## src/hdl/block_sad_motion_detector_assert.svh

```systemverilog
// ----------------------------------------------------------------------------
// block_sad_motion_detector assertion macros
// concurrent checks that can be switched off as a group with ASSERT_OFF
// ----------------------------------------------------------------------------
`ifndef BLOCK_SAD_MOTION_DETECTOR_ASSERT_SVH
`define BLOCK_SAD_MOTION_DETECTOR_ASSERT_SVH

`ifndef ASSERT_OFF

// same-cycle implication
`define BSMD_ASSERT_NOW(label, clk, rst, ante, cons, msg) \
  label: assert property (@(posedge clk) disable iff (rst) (ante) |-> (cons)) \
    else $error(msg);

// next-cycle implication
`define BSMD_ASSERT_NEXT(label, clk, rst, ante, cons, msg) \
  label: assert property (@(posedge clk) disable iff (rst) (ante) |=> (cons)) \
    else $error(msg);

`else

`define BSMD_ASSERT_NOW(label, clk, rst, ante, cons, msg)
`define BSMD_ASSERT_NEXT(label, clk, rst, ante, cons, msg)

`endif

`endif

```

## src/hdl/bsmd_pkg.sv

```systemverilog
// ----------------------------------------------------------------------------
// bsmd_pkg
// shared widths, register indexes and types of the sad motion detector
// ----------------------------------------------------------------------------
`default_nettype none

package bsmd_pkg;

  // configuration port
  localparam int CFG_W      = 16;
  localparam int CFG_ADDR_W = 3;

  localparam logic [CFG_ADDR_W-1:0] CFG_COLS_USED     = 3'd0;
  localparam logic [CFG_ADDR_W-1:0] CFG_ROW_STRIDE    = 3'd1;
  localparam logic [CFG_ADDR_W-1:0] CFG_ROWS          = 3'd2;
  localparam logic [CFG_ADDR_W-1:0] CFG_FRAMES_PER_WIN = 3'd3;
  localparam logic [CFG_ADDR_W-1:0] CFG_WEIGHT        = 3'd4;
  localparam logic [CFG_ADDR_W-1:0] CFG_SAD_THRESHOLD = 3'd5;

  // register widths
  localparam int GEOM_W   = 9;
  localparam int WIN_W    = 8;
  localparam int WEIGHT_W = 16;
  localparam int SAD_W    = 16;

  // register reset values
  localparam logic [GEOM_W-1:0]   COLS_USED_RST     = 9'd80;
  localparam logic [GEOM_W-1:0]   ROW_STRIDE_RST    = 9'd80;
  localparam logic [GEOM_W-1:0]   ROWS_RST          = 9'd45;
  localparam logic [WIN_W-1:0]    FRAMES_PER_WIN_RST = 8'd15;
  localparam logic [WEIGHT_W-1:0] WEIGHT_RST        = 16'd0;
  localparam logic [SAD_W-1:0]    SAD_THRESHOLD_RST = 16'd765;

  // window sum and average
  localparam int SUM_W = 25;
  localparam int AVG_W = 17;

  // limit scale: average * 3 * 100 against weight * area
  localparam int LIMIT_FACTOR = 3;
  localparam int PERCENT      = 100;
  localparam int SCALE        = LIMIT_FACTOR * PERCENT;
  localparam int SCALE_W      = 9;

  // stream widths
  localparam int IN_TDATA_W  = 16;
  localparam int OUT_TDATA_W = 24;

  // divider status toward the sequencer
  typedef struct packed {
    logic busy;
    logic done;
  } bsmd_div_stat_t;

endpackage

`default_nettype wire

```

## src/hdl/bsmd_divider.sv

```systemverilog
// ----------------------------------------------------------------------------
// bsmd_divider
// restoring divider, one quotient bit per cycle, holds the quotient until
// the next start
// ----------------------------------------------------------------------------
`default_nettype none

module bsmd_divider
  import bsmd_pkg::*;
#(
  parameter int DIV_W = 8
) (
  input  wire logic             clk,
  input  wire logic             rst,
  input  wire logic             start,
  input  wire logic [SUM_W-1:0] dividend,
  input  wire logic [DIV_W-1:0] divisor,
  output bsmd_div_stat_t        stat,
  output logic      [SUM_W-1:0] quotient
);

  localparam int CNT_W = $clog2(SUM_W + 1);

  logic [SUM_W-1:0] dvd;
  logic [DIV_W-1:0] dsr;
  logic [DIV_W-1:0] rem;
  logic [CNT_W-1:0] cnt;
  logic             done;

  logic [DIV_W:0] rem_shift;
  logic           fits;
  logic [DIV_W:0] rem_sub;

  assign rem_shift = {rem, dvd[SUM_W-1]};
  assign fits      = rem_shift >= {1'b0, dsr};
  assign rem_sub   = rem_shift - {1'b0, dsr};

  always_ff @(posedge clk) begin
    if (rst) begin
      cnt  <= '0;
      done <= 1'b0;
    end else begin
      done <= 1'b0;
      if (start) begin
        dvd <= dividend;
        dsr <= divisor;
        rem <= '0;
        cnt <= CNT_W'(SUM_W);
      end else if (cnt != '0) begin
        // quotient bits fill dvd from the bottom as the dividend leaves the top
        rem  <= fits ? rem_sub[DIV_W-1:0] : rem_shift[DIV_W-1:0];
        dvd  <= {dvd[SUM_W-2:0], fits};
        cnt  <= cnt - 1'b1;
        done <= (cnt == CNT_W'(1));
      end
    end
  end

  assign stat.busy = (cnt != '0);
  assign stat.done = done;
  assign quotient  = dvd;

endmodule

`default_nettype wire

```

## src/hdl/block_sad_motion_detector.sv

```systemverilog
// ----------------------------------------------------------------------------
// block_sad_motion_detector
// counts changed macroblocks per frame, averages over a window of frames and
// flags motion against a weighted area limit
// ----------------------------------------------------------------------------
// one sad entry per cycle while in the idle state; an entry that closes a window
// holds tready low through the divide, multiply and compare states:
//   25 steps of the restoring divider, two multiply stages, compare
// the result then sits in the output register until taken; a window close
// that finds it still full keeps tready low until it drains
// rst (synchronous) restores register defaults and clears position and sums
`default_nettype none

module block_sad_motion_detector
  import bsmd_pkg::*;
#(
  parameter int MAX_COLS   = 256,
  parameter int MAX_ROWS   = 256,
  parameter int MAX_WINDOW = 255
) (
  input  wire logic                   clk,
  input  wire logic                   rst,
  // configuration writes
  input  wire logic                   cfg_we,
  input  wire logic [CFG_ADDR_W-1:0]  cfg_addr,
  input  wire logic [CFG_W-1:0]       cfg_wdata,
  // sad entries
  input  wire logic                   s_axis_tvalid,
  output logic                        s_axis_tready,
  input  wire logic [IN_TDATA_W-1:0]  s_axis_tdata,  // [15:0] block_sad
  // window results
  output logic                        m_axis_tvalid,
  input  wire logic                   m_axis_tready,
  output logic      [OUT_TDATA_W-1:0] m_axis_tdata   // [0] motion_detected,
                                                     // [17:1] average_changed
);

`include "block_sad_motion_detector_assert.svh"

  localparam int CU_W  = $clog2(MAX_COLS + 1);
  localparam int RW_W  = $clog2(MAX_ROWS + 1);
  localparam int FW_W  = $clog2(MAX_WINDOW + 1);
  localparam int FC_W  = $clog2(MAX_COLS * MAX_ROWS + 1);
  localparam int P1_W  = WEIGHT_W + CU_W;
  localparam int RHS_W = P1_W + RW_W;
  localparam int LHS_W = AVG_W + SCALE_W;
  localparam int CMP_W = (LHS_W > RHS_W) ? LHS_W : RHS_W;

  typedef enum logic [2:0] {
    ST_IDLE,
    ST_DIV,
    ST_MUL_A,
    ST_MUL_B,
    ST_CMP
  } state_t;

  // configuration registers
  logic [GEOM_W-1:0]   cols_used;
  logic [GEOM_W-1:0]   row_stride;
  logic [GEOM_W-1:0]   rows;
  logic [WIN_W-1:0]    frames_per_window;
  logic [WEIGHT_W-1:0] weight;
  logic [SAD_W-1:0]    sad_threshold;

  always_ff @(posedge clk) begin
    if (rst) begin
      cols_used         <= COLS_USED_RST;
      row_stride        <= ROW_STRIDE_RST;
      rows              <= ROWS_RST;
      frames_per_window <= FRAMES_PER_WIN_RST;
      weight            <= WEIGHT_RST;
      sad_threshold     <= SAD_THRESHOLD_RST;
    end else if (cfg_we) begin
      unique case (cfg_addr)
        CFG_COLS_USED:      cols_used         <= cfg_wdata[GEOM_W-1:0];
        CFG_ROW_STRIDE:     row_stride        <= cfg_wdata[GEOM_W-1:0];
        CFG_ROWS:           rows              <= cfg_wdata[GEOM_W-1:0];
        CFG_FRAMES_PER_WIN: frames_per_window <= cfg_wdata[WIN_W-1:0];
        CFG_WEIGHT:         weight            <= cfg_wdata[WEIGHT_W-1:0];
        CFG_SAD_THRESHOLD:  sad_threshold     <= cfg_wdata[SAD_W-1:0];
        default: ;
      endcase
    end
  end

  // zero reads as one, oversize saturates
  logic [CU_W-1:0] cu;
  logic [CU_W-1:0] st;
  logic [RW_W-1:0] rw;
  logic [FW_W-1:0] fw;

  assign cu = (cols_used == '0) ? CU_W'(1) :
              (32'(cols_used) > 32'(MAX_COLS)) ? CU_W'(MAX_COLS) : CU_W'(cols_used);
  assign st = (row_stride == '0) ? CU_W'(1) :
              (32'(row_stride) > 32'(MAX_COLS)) ? CU_W'(MAX_COLS) : CU_W'(row_stride);
  assign rw = (rows == '0) ? RW_W'(1) :
              (32'(rows) > 32'(MAX_ROWS)) ? RW_W'(MAX_ROWS) : RW_W'(rows);
  assign fw = (frames_per_window == '0) ? FW_W'(1) :
              (32'(frames_per_window) > 32'(MAX_WINDOW)) ? FW_W'(MAX_WINDOW) :
              FW_W'(frames_per_window);

  // frame and window position
  state_t           state;
  logic [CU_W-1:0]  column_position;
  logic [RW_W-1:0]  row_position;
  logic [FC_W-1:0]  frame_changed_count;
  logic [FW_W-1:0]  frame_index;
  logic [SUM_W-1:0] window_sum;

  logic             s_accept;
  logic             hit;
  logic [CU_W:0]    col_inc;
  logic [RW_W:0]    row_inc;
  logic [FW_W:0]    fi_inc;
  logic             row_end;
  logic             frame_end;
  logic             window_close;
  logic [FC_W-1:0]  fcc_next;
  logic [SUM_W-1:0] window_sum_next;

  assign s_axis_tready   = (state == ST_IDLE);
  assign s_accept        = s_axis_tvalid && s_axis_tready;
  assign hit             = (column_position < cu) &&
                           (s_axis_tdata[SAD_W-1:0] > sad_threshold);
  assign col_inc         = {1'b0, column_position} + 1'b1;
  assign row_inc         = {1'b0, row_position} + 1'b1;
  assign fi_inc          = {1'b0, frame_index} + 1'b1;
  assign row_end         = col_inc >= {1'b0, st};
  assign frame_end       = row_end && (row_inc >= {1'b0, rw});
  assign window_close    = frame_end && (fi_inc >= {1'b0, fw});
  assign fcc_next        = frame_changed_count + FC_W'(hit);
  assign window_sum_next = window_sum + SUM_W'(fcc_next);

  // divider for the window average
  bsmd_div_stat_t   div_stat;
  logic [SUM_W-1:0] div_quot;
  logic [AVG_W-1:0] avg;

  bsmd_divider #(
    .DIV_W (FW_W)
  ) u_divider (
    .clk      (clk),
    .rst      (rst),
    .start    (s_accept && window_close),
    .dividend (window_sum_next),
    .divisor  (fw),
    .stat     (div_stat),
    .quotient (div_quot)
  );

  assign avg = div_quot[AVG_W-1:0];

  // limit products and output
  logic [P1_W-1:0]  prod_wc;
  logic [LHS_W-1:0] lhs;
  logic [RHS_W-1:0] rhs;
  logic             out_free;
  logic             motion;
  logic [AVG_W-1:0] avg_out;

  assign out_free = !m_axis_tvalid || m_axis_tready;

  always_ff @(posedge clk) begin
    if (rst) begin
      state               <= ST_IDLE;
      column_position     <= '0;
      row_position        <= '0;
      frame_changed_count <= '0;
      frame_index         <= '0;
      window_sum          <= '0;
      m_axis_tvalid       <= 1'b0;
    end else begin
      // in the compare state a taken result is replaced below
      if (m_axis_tvalid && m_axis_tready && state != ST_CMP) begin
        m_axis_tvalid <= 1'b0;
      end
      unique case (state)
        ST_IDLE: begin
          if (s_accept) begin
            if (!row_end) begin
              column_position     <= col_inc[CU_W-1:0];
              frame_changed_count <= fcc_next;
            end else begin
              column_position <= '0;
              if (!frame_end) begin
                row_position        <= row_inc[RW_W-1:0];
                frame_changed_count <= fcc_next;
              end else begin
                row_position        <= '0;
                frame_changed_count <= '0;
                if (window_close) begin
                  window_sum  <= '0;
                  frame_index <= '0;
                  state       <= ST_DIV;
                end else begin
                  window_sum  <= window_sum_next;
                  frame_index <= fi_inc[FW_W-1:0];
                end
              end
            end
          end
        end
        ST_DIV: begin
          if (div_stat.done) begin
            state <= ST_MUL_A;
          end
        end
        ST_MUL_A: begin
          prod_wc <= P1_W'(weight) * P1_W'(cu);
          lhs     <= LHS_W'(avg) * LHS_W'(SCALE);
          state   <= ST_MUL_B;
        end
        ST_MUL_B: begin
          rhs   <= RHS_W'(prod_wc) * RHS_W'(rw);
          state <= ST_CMP;
        end
        ST_CMP: begin
          // wait for the output register to be free
          if (out_free) begin
            motion        <= CMP_W'(lhs) > CMP_W'(rhs);
            avg_out       <= avg;
            m_axis_tvalid <= 1'b1;
            state         <= ST_IDLE;
          end
        end
        default: state <= ST_IDLE;
      endcase
    end
  end

  assign m_axis_tdata = OUT_TDATA_W'({avg_out, motion});

  `BSMD_ASSERT_NEXT(a_close_starts_div, clk, rst, s_accept && window_close, div_stat.busy, "window close did not start the divider")
  `BSMD_ASSERT_NOW(a_done_in_div, clk, rst, div_stat.done, state == ST_DIV, "divider finished outside the divide state")
  `BSMD_ASSERT_NEXT(a_cmp_loads_out, clk, rst, state == ST_CMP && out_free, m_axis_tvalid && state == ST_IDLE, "result not loaded")
  `BSMD_ASSERT_NOW(a_div_idle_when_ready, clk, rst, state == ST_IDLE, !div_stat.busy, "divider busy while taking entries")

endmodule

`default_nettype wire

```

## config.mk

```make
export PLATFORM = sky130hd
export DESIGN_NAME = block_sad_motion_detector
export DESIGN_NICKNAME = d
export VERILOG_FILES = /design/src/hdl/bsmd_pkg.sv /design/src/hdl/bsmd_divider.sv /design/src/hdl/block_sad_motion_detector.sv
export VERILOG_INCLUDE_DIRS = /design/src /design/src/hdl
export SDC_FILE = /design/constraint.sdc
export NUM_CORES = 2
export LEC_CHECK = 0
export ABC_CLOCK_PERIOD_IN_PS = 5100
export BUFFER_PORTS_ARGS = -buffer_cell sky130_fd_sc_hd__buf_2
export CAP_MARGIN = 10
export CORE_ASPECT_RATIO = 1.5
export CORE_MARGIN = 1.5
export CORE_UTILIZATION = 59
export CTS_CLUSTER_DIAMETER = 200
export DETAILED_ROUTE_END_ITERATION = 10
export PLACE_DENSITY = 0.75
export SYNTH_ARGS = -nofsm -noshare
export SYNTH_HDL_FRONTEND = slang
export SYNTH_HIERARCHICAL = 1
export SYNTH_SLANG_ARGS = --single-unit
```

## constraint.sdc

```tcl
create_clock -name clk -period 5.1 [get_ports clk]
set_input_delay 0.255 -clock clk [delete_from_list [all_inputs] [get_ports clk]]
set_output_delay 0.255 -clock clk [all_outputs]
set_load 0.02 [all_outputs]
```

Yosys cells after proc, flatten, opt, wreduce, memory -nomap -nowiden
Cells that the tools add are included.
Widths: inputs -> output; s select.
{"block": "word_totals", "regBits": 287, "latch_bits": 0, "ram_bits": 0, "romBits": 0, "input_bits": 40, "out_inout_bits": 26, "wordCells": 126, "mem_count": 0}
{"block": "op_classes", "addsub": 7, "mul": 3, "div_mod_pow": 0, "magnitude_cmp": 10, "eq_ne": 17, "shift": 0, "mux": 29, "n_bitwise": 2, "reduce_logical": 34}
{"cell": "$mux 25", "count": 3}
{"cell": "$mux 9", "count": 8}
{"cell": "$gt 26x34->1", "count": 1}
{"cell": "$mul 25x9->34", "count": 1}
{"cell": "$mux 17", "count": 2}
{"cell": "$mux 8", "count": 4}
{"cell": "$gt 9x9->1 const B", "count": 3}
{"cell": "$logic_not 9->1", "count": 3}
{"cell": "$add 25x17->25", "count": 1}
{"cell": "$mul 16x9->25", "count": 1}
{"cell": "$mul 17x7->24 const B", "count": 1}
{"cell": "$reduce_and 2->1", "count": 11}
{"cell": "$add 9x1->10 const B", "count": 2}
{"cell": "$ge 10x9->1", "count": 2}
{"cell": "$ge 9x8->1", "count": 2}
{"cell": "$mux 3", "count": 6}
{"cell": "$add 17x1->17", "count": 1}
{"cell": "$gt 16x16->1", "count": 1}
{"cell": "$pmux 3 s5", "count": 1}
{"cell": "$eq 3x2->1 const B", "count": 4}
{"cell": "$mux 5", "count": 2}
{"cell": "$ne 2x1->1 const B", "count": 5}
{"cell": "$add 8x1->9 const B", "count": 1}
{"cell": "$eq 3x3->1 const B", "count": 3}
{"cell": "21 further kinds", "count": 33}

Logic depth before layout (Yosys ltp)
{"block": "depth", "depth_word": 11, "depth_mapped": 28, "depth_no_buf": 26}

Modules after synthesis
The synthesis kept the hierarchy.
{"module": "block_sad_motion_detector", "instances": 1, "cells_per_inst": 2813, "area_per_inst_um2": 24947.7, "seq_area_each_um2": 5815.6}
{"module": "bsmd_divider", "instances": 1, "cells_per_inst": 184, "area_per_inst_um2": 2434.8, "seq_area_each_um2": 1351.3}

Worst setup path before layout
Ideal clock, no wire load.
{"block": "synth_path", "kind": "register -> register", "startpoint": "register rows[1]", "endpoint": "register rhs[32] (data pin)", "setup_ns": 0.265, "t_arrival_ns": 5.296, "t_required_ns": 4.835, "setup_slack_ns": -0.462, "path_stages_with_launch": 23, "path_buffers": 1, "synth_period_minus_slack_ns": 5.562, "path_cell_list": "dfxtp_1 nor4_1 a21oi_1 nor2_1 clkbuf_1 nand2_1 fa_1 inv_1 fa_1 inv_1 fa_1 fa_1 inv_1 ha_1 o21a_1 o31a_1 nor4b_2 o21ai_1 a31oi_1 o211ai_1 a311oi_1 o21ai_0 xor2_1"}
{"block": "synth_between", "elab_chain_len": 4, "elab_cells_between_ends": 5, "classes_between": "1 x mul; 1 x order compare; 2 x mux; 1 x reduce/logical"}
{"item": "from (decl)", "line": "block_sad_motion_detector.sv:60", "source": "logic [GEOM_W-1:0] rows;"}
{"item": "from (signal assigned)", "line": "block_sad_motion_detector.sv:77", "source": "CFG_ROWS: rows <= cfg_wdata[GEOM_W-1:0];"}
{"item": "$gt 9x9->1", "line": "block_sad_motion_detector.sv:97", "source": "(32'(rows) > 32'(MAX_ROWS)) ? RW_W'(MAX_ROWS) : RW_W'(rows);"}
{"item": "$mux 9", "line": "block_sad_motion_detector.sv:97"}
{"item": "$mux 9 *", "line": "block_sad_motion_detector.sv:96", "source": "assign rw = (rows == '0) ? RW_W'(1) :"}
{"item": "$mul 25x9->34 *", "line": "block_sad_motion_detector.sv:214", "source": "rhs <= RHS_W'(prod_wc) * RHS_W'(rw);"}
{"item": "to (signal assigned)", "line": "block_sad_motion_detector.sv:214"}
{"item": "to (decl)", "line": "block_sad_motion_detector.sv:156", "source": "logic [RHS_W-1:0] rhs;"}
Mark *: on every way between the ends. The rest lies on a longest branch, timed or not.
A chain may end at the register's enable or synchronous reset.

Final worst setup path
{"block": "layout_path", "startpoint": "register rows[1]", "endpoint": "register rhs[19] (data pin)"}
The elaborated chain is that of the path after synthesis.

==> metrics.cfg <==
[run_status]
status = complete, but fails checks
violated_checks = negative setup slack

[synthesis]
warning_count_from_the_yosys_run = 6
synth_edf_count = 142
async_reset_ff_frac = 0
synth.ff_latch_count = 287
postSynthCellCount = 2997
sequential_fraction_of_the_synthesis_area = 0.2617
postSynthAreaPerCell_um2 = 9.137
syn_area_um2 = 27380
postSynth.topFlopCell = sky130_fd_sc_hd__dfxtp_1
synthDistinctLibCells = 86
synth_largest_area_cell = sky130_fd_sc_hd__fa_1
netlist_top_cells_area = sky130_fd_sc_hd__fa_1 (21%), sky130_fd_sc_hd__edfxtp_1 (16%), sky130_fd_sc_hd__ha_1 (12%)
area_share_of_the_largest_cell_type_after_synthesis = 0.2106

[clock_network]
cts.sink_count = 287
cts_root_buffer = sky130_fd_sc_hd__clkbuf_16
clock_pin_slew_of_the_registers_on_the_worst_case_setup_and_hold_paths_ns = 0.07
cts_max_level = 1
tritoncts_buffers = 29
cts_tree = built
clk_path_buf_depth = 3
clock_latency_ns = 0.59

[worst_setup_path]
timing.critical_path.max_delay_family = adder cells
cp_most_frequent_cell = sky130_fd_sc_hd__fa_1
setup_slack_of_the_worst_register_to_register_path_ns = -0.43
worst_r2r_path_depth = 26
critPathMaxFanout = 5
endpoint_kind = flip-flop
cp_slowest_stage_delay_ns = 0.50
path_buf_inv = 8
critical_path_class = flip-flop to flip-flop
critPathSlowestCell = sky130_fd_sc_hd__fa_1
startpoint_type = flip-flop
regToRegStartpoint = rows[1]
critical_path_arrival_ns = 5.86
cp.required_ns = 5.42
endpoint_of_the_worst_slack_reg_to_reg_timing_path = rhs[19]

[power]
cellPowerDensity_nw_per_um2 = 371.7
static-leakage-power_nw = 15.47
worst_ir_drop_vdd_uv = 633.1
total_power_mw = 12.14

[global_routing]
grt_max_degree = 67
grt.total_usage = 0.2855
grt_total_ovfl = 0
grt_antenna_before_repair = 0
grt_pass1_vias = 23097
grt_pass1_wl_mm = 109.0

[die]
placementRows = 96
floorplan.io_pins = 66
design.die.area_um2 = 47740
floorplan.initialDensity = 0.5983
coreArea_um2 = 45760
die-height_um = 266.9
die_w_um = 178.9

[finish]
area.growth.synth_to_final_pct = 19.29
drive_gt1_frac = 0.1930
finalNetCount = 3854
num-fill-cells = 3216
area_taken_by_multi_input_logic_gates_um2 = 19180
storage_element_area_um2 = 7176
antennaDiodeCount = 0
finalCoreUtilization = 0.7138

[routing]
routed_wirelength_mm = 68.12
detail_route.first_pass.iterations = 5
detailed_route_via_count = 22098
detail_route.iter0.violations = 1381
highest_layer = met4
routedLengthMet1_mm = 25.28
route.detailed.vias_per_inst = 5.713
wl_met2_mm = 36.90
postRouteAntennaNets = 0
avgRoutedWirePerCell_um = 17.61
met3_length_mm = 3.054
post-route-drc-count = 0

[hold_path]
min-delay-path-class = input pin to flip-flop
min_path_cells = 3
holdCritStartpoint = cfg_wdata[1]
hold_path_end = sad_threshold[1]

[timing]
worst_slack_ns = -0.4315
fin_crit_sh = 1.085
finalWorstPathRequiredPeriod_ns = 5.531
timing.setup.tns_ns = -6.276
hold_vio_cnt_final = 0
setup_viol_count_final = 27
fmaxAchievable_mhz = 180.8
timing_worst_slew_pin_value_ns = 1.026
grt_setup_unrepaired = yes
finClkSkew_ns = 0.01918
drv_slew = 0
relSlewSlack = 0.3132

[placed_design]
quantity_of_i_o_buffers_inserted_on_ports = 59
hpwlAfterDp_mm = 50.22
finalWeightedCongestion = 0.9018

[run]
drv_cap = 0

-- placed cells by master (no fill, tap or decap), types with 13 or more instances in the layout --
master	count
sky130_fd_sc_hd__nand3b_1	13
sky130_fd_sc_hd__a21o_1	51
sky130_fd_sc_hd__inv_2	18
sky130_fd_sc_hd__nor2_1	126
sky130_fd_sc_hd__buf_2	58
sky130_fd_sc_hd__buf_12	14
sky130_fd_sc_hd__a22oi_1	14
sky130_fd_sc_hd__inv_1	426
sky130_fd_sc_hd__nand2_1	442
sky130_fd_sc_hd__ha_4	28
sky130_fd_sc_hd__nor2b_1	28
sky130_fd_sc_hd__o21a_1	14
sky130_fd_sc_hd__xor2_1	37
sky130_fd_sc_hd__ha_1	237
sky130_fd_sc_hd__nor3_1	20
sky130_fd_sc_hd__o21ai_0	52
sky130_fd_sc_hd__buf_4	248
sky130_fd_sc_hd__dfxtp_1	138
sky130_fd_sc_hd__fa_1	281
sky130_fd_sc_hd__o211ai_1	19
sky130_fd_sc_hd__a21oi_2	22
sky130_fd_sc_hd__edfxtp_1	142
sky130_fd_sc_hd__mux2_2	23
sky130_fd_sc_hd__dlygate4sd3_1	13
sky130_fd_sc_hd__and2_1	124
sky130_fd_sc_hd__nand2b_1	18
sky130_fd_sc_hd__nand4_1	16
sky130_fd_sc_hd__and3_1	21
sky130_fd_sc_hd__a21oi_1	157
sky130_fd_sc_hd__nand3_1	62
sky130_fd_sc_hd__xnor2_1	68
sky130_fd_sc_hd__buf_6	20
sky130_fd_sc_hd__clkbuf_16	33
-- repair_timing --
action	in CTS	in global routing
resized for setup	99	145
hold buffers	13	0
setup buffers	25	35
endpoints found under the hold margin	28	0
endpoints found under the setup margin	38	56
gates cloned	1	0
pin swaps	104	143
-- final cells by class --
cell class,count,share of cell area
Inverter,445,0.05114
Tap cell,588,0.02252
Multi-Input combinational cell,2139,0.5873
Sequential cell,287,0.2197
Clock inverter,13,0.004711
Clock buffer,41,0.02804
Timing Repair Buffer,355,0.08664
-- per-stage QoR --
step                hold slack, ns  setup WS, ns  cell area [µm²]  std cells
floorplan                   0.3274      -0.08280            27590       3002
global placement            0.4144       -0.2008            29920       3744
detailed placement          0.4189       -0.3573            29920       3744
CTS                       0.003340       -0.3700            31750       3835
global route               0.01776       -0.6276            32670       3868
finish                     0.01150       -0.4315            32670       3868
-- per-layer routing --
layer,global-route usage,vias to the layer above
met3,0.02963,216
met4,0.1232,0
li1,-,10281
met5,0,-
met1,0.3166,10889
met2,0.5415,712
-- Yosys cell counts (22+ instances only) --
cell type,instances
sky130_fd_sc_hd__fa_1,288
sky130_fd_sc_hd__xnor2_1,78
sky130_fd_sc_hd__ha_1,269
sky130_fd_sc_hd__xor2_1,45
sky130_fd_sc_hd__buf_1,38
sky130_fd_sc_hd__inv_1,444
sky130_fd_sc_hd__nor2b_1,36
sky130_fd_sc_hd__nand2_1,455
sky130_fd_sc_hd__a21o_1,51
sky130_fd_sc_hd__and2_1,125
sky130_fd_sc_hd__clkbuf_1,81
sky130_fd_sc_hd__nor2_1,138
sky130_fd_sc_hd__mux2_2,25
sky130_fd_sc_hd__o21ai_0,70
sky130_fd_sc_hd__nand3_1,68
sky130_fd_sc_hd__dfxtp_1,145
sky130_fd_sc_hd__a21oi_1,182
sky130_fd_sc_hd__nor3_1,27
sky130_fd_sc_hd__and3_1,22
sky130_fd_sc_hd__edfxtp_1,142
-- cell families (layout without fill, tap and decap cells) --
logic type / after synthesis / after routing / synth area share
simple gates: 962 / 962 / 0.1638
buf+inv: 576 / 854 / 0.08056
fa+ha+maj: 557 / 557 / 0.3335
compound gates: 457 / 457 / 0.1074
flops: 287 / 287 / 0.2617
xor+xnor: 123 / 123 / 0.03934
mux: 34 / 34 / 0.01357
other cells: 1 / 6 / 0.0001369
-- tightest hold or removal path, delay by kind of cell --
kind | cells | cell delay, ns
AO/OA/AOI/OAI | 1 | 0.05
buffers and inverters | 1 | 0.17
AND/OR/NAND/NOR | 1 | 0.08
-- worst max path at each step --
stage / from / to / slack [ns] / cells after the start
global route: rows[1] / rhs[32] / -0.63 / 23
global placement: rows[4] / rhs[32] / -0.20 / 22
CTS: rows[3] / rhs[32] / -0.37 / 23
finish: rows[1] / rhs[19] / -0.43 / 26
detailed placement: rows[4] / rhs[32] / -0.36 / 25
floorplan: rows[4] / rhs[32] / -0.08 / 22
-- power by group --
part	switching, mW	total (mW)	internal [mW]	leakage [nW]
combinational	3.68	6.64	2.96	12.5
sequential	0.171	3.15	2.97	2.47
clock	0.986	2.36	1.37	0.529
-- registers in the layout, indices dropped and copies added, names as in the netlist, 3 cells and up --
| name | cells |
|---|---|
| window_sum | 25 |
| sad_threshold | 16 |
| frame_changed_count | 17 |
| state | 3 |
| row_position | 9 |
| row_stride | 9 |
| lhs | 24 |
| rows | 9 |
| u_divider/quotient | 25 |
| rhs | 34 |
| weight | 16 |
| frames_per_window | 8 |
| u_divider/cnt | 5 |
| prod_wc | 25 |
| cols_used | 9 |
| u_divider/dsr | 8 |
| frame_index | 8 |
| avg_out | 17 |
| u_divider/rem | 8 |
| column_position | 9 |
(Power assumes the default switching activity.)
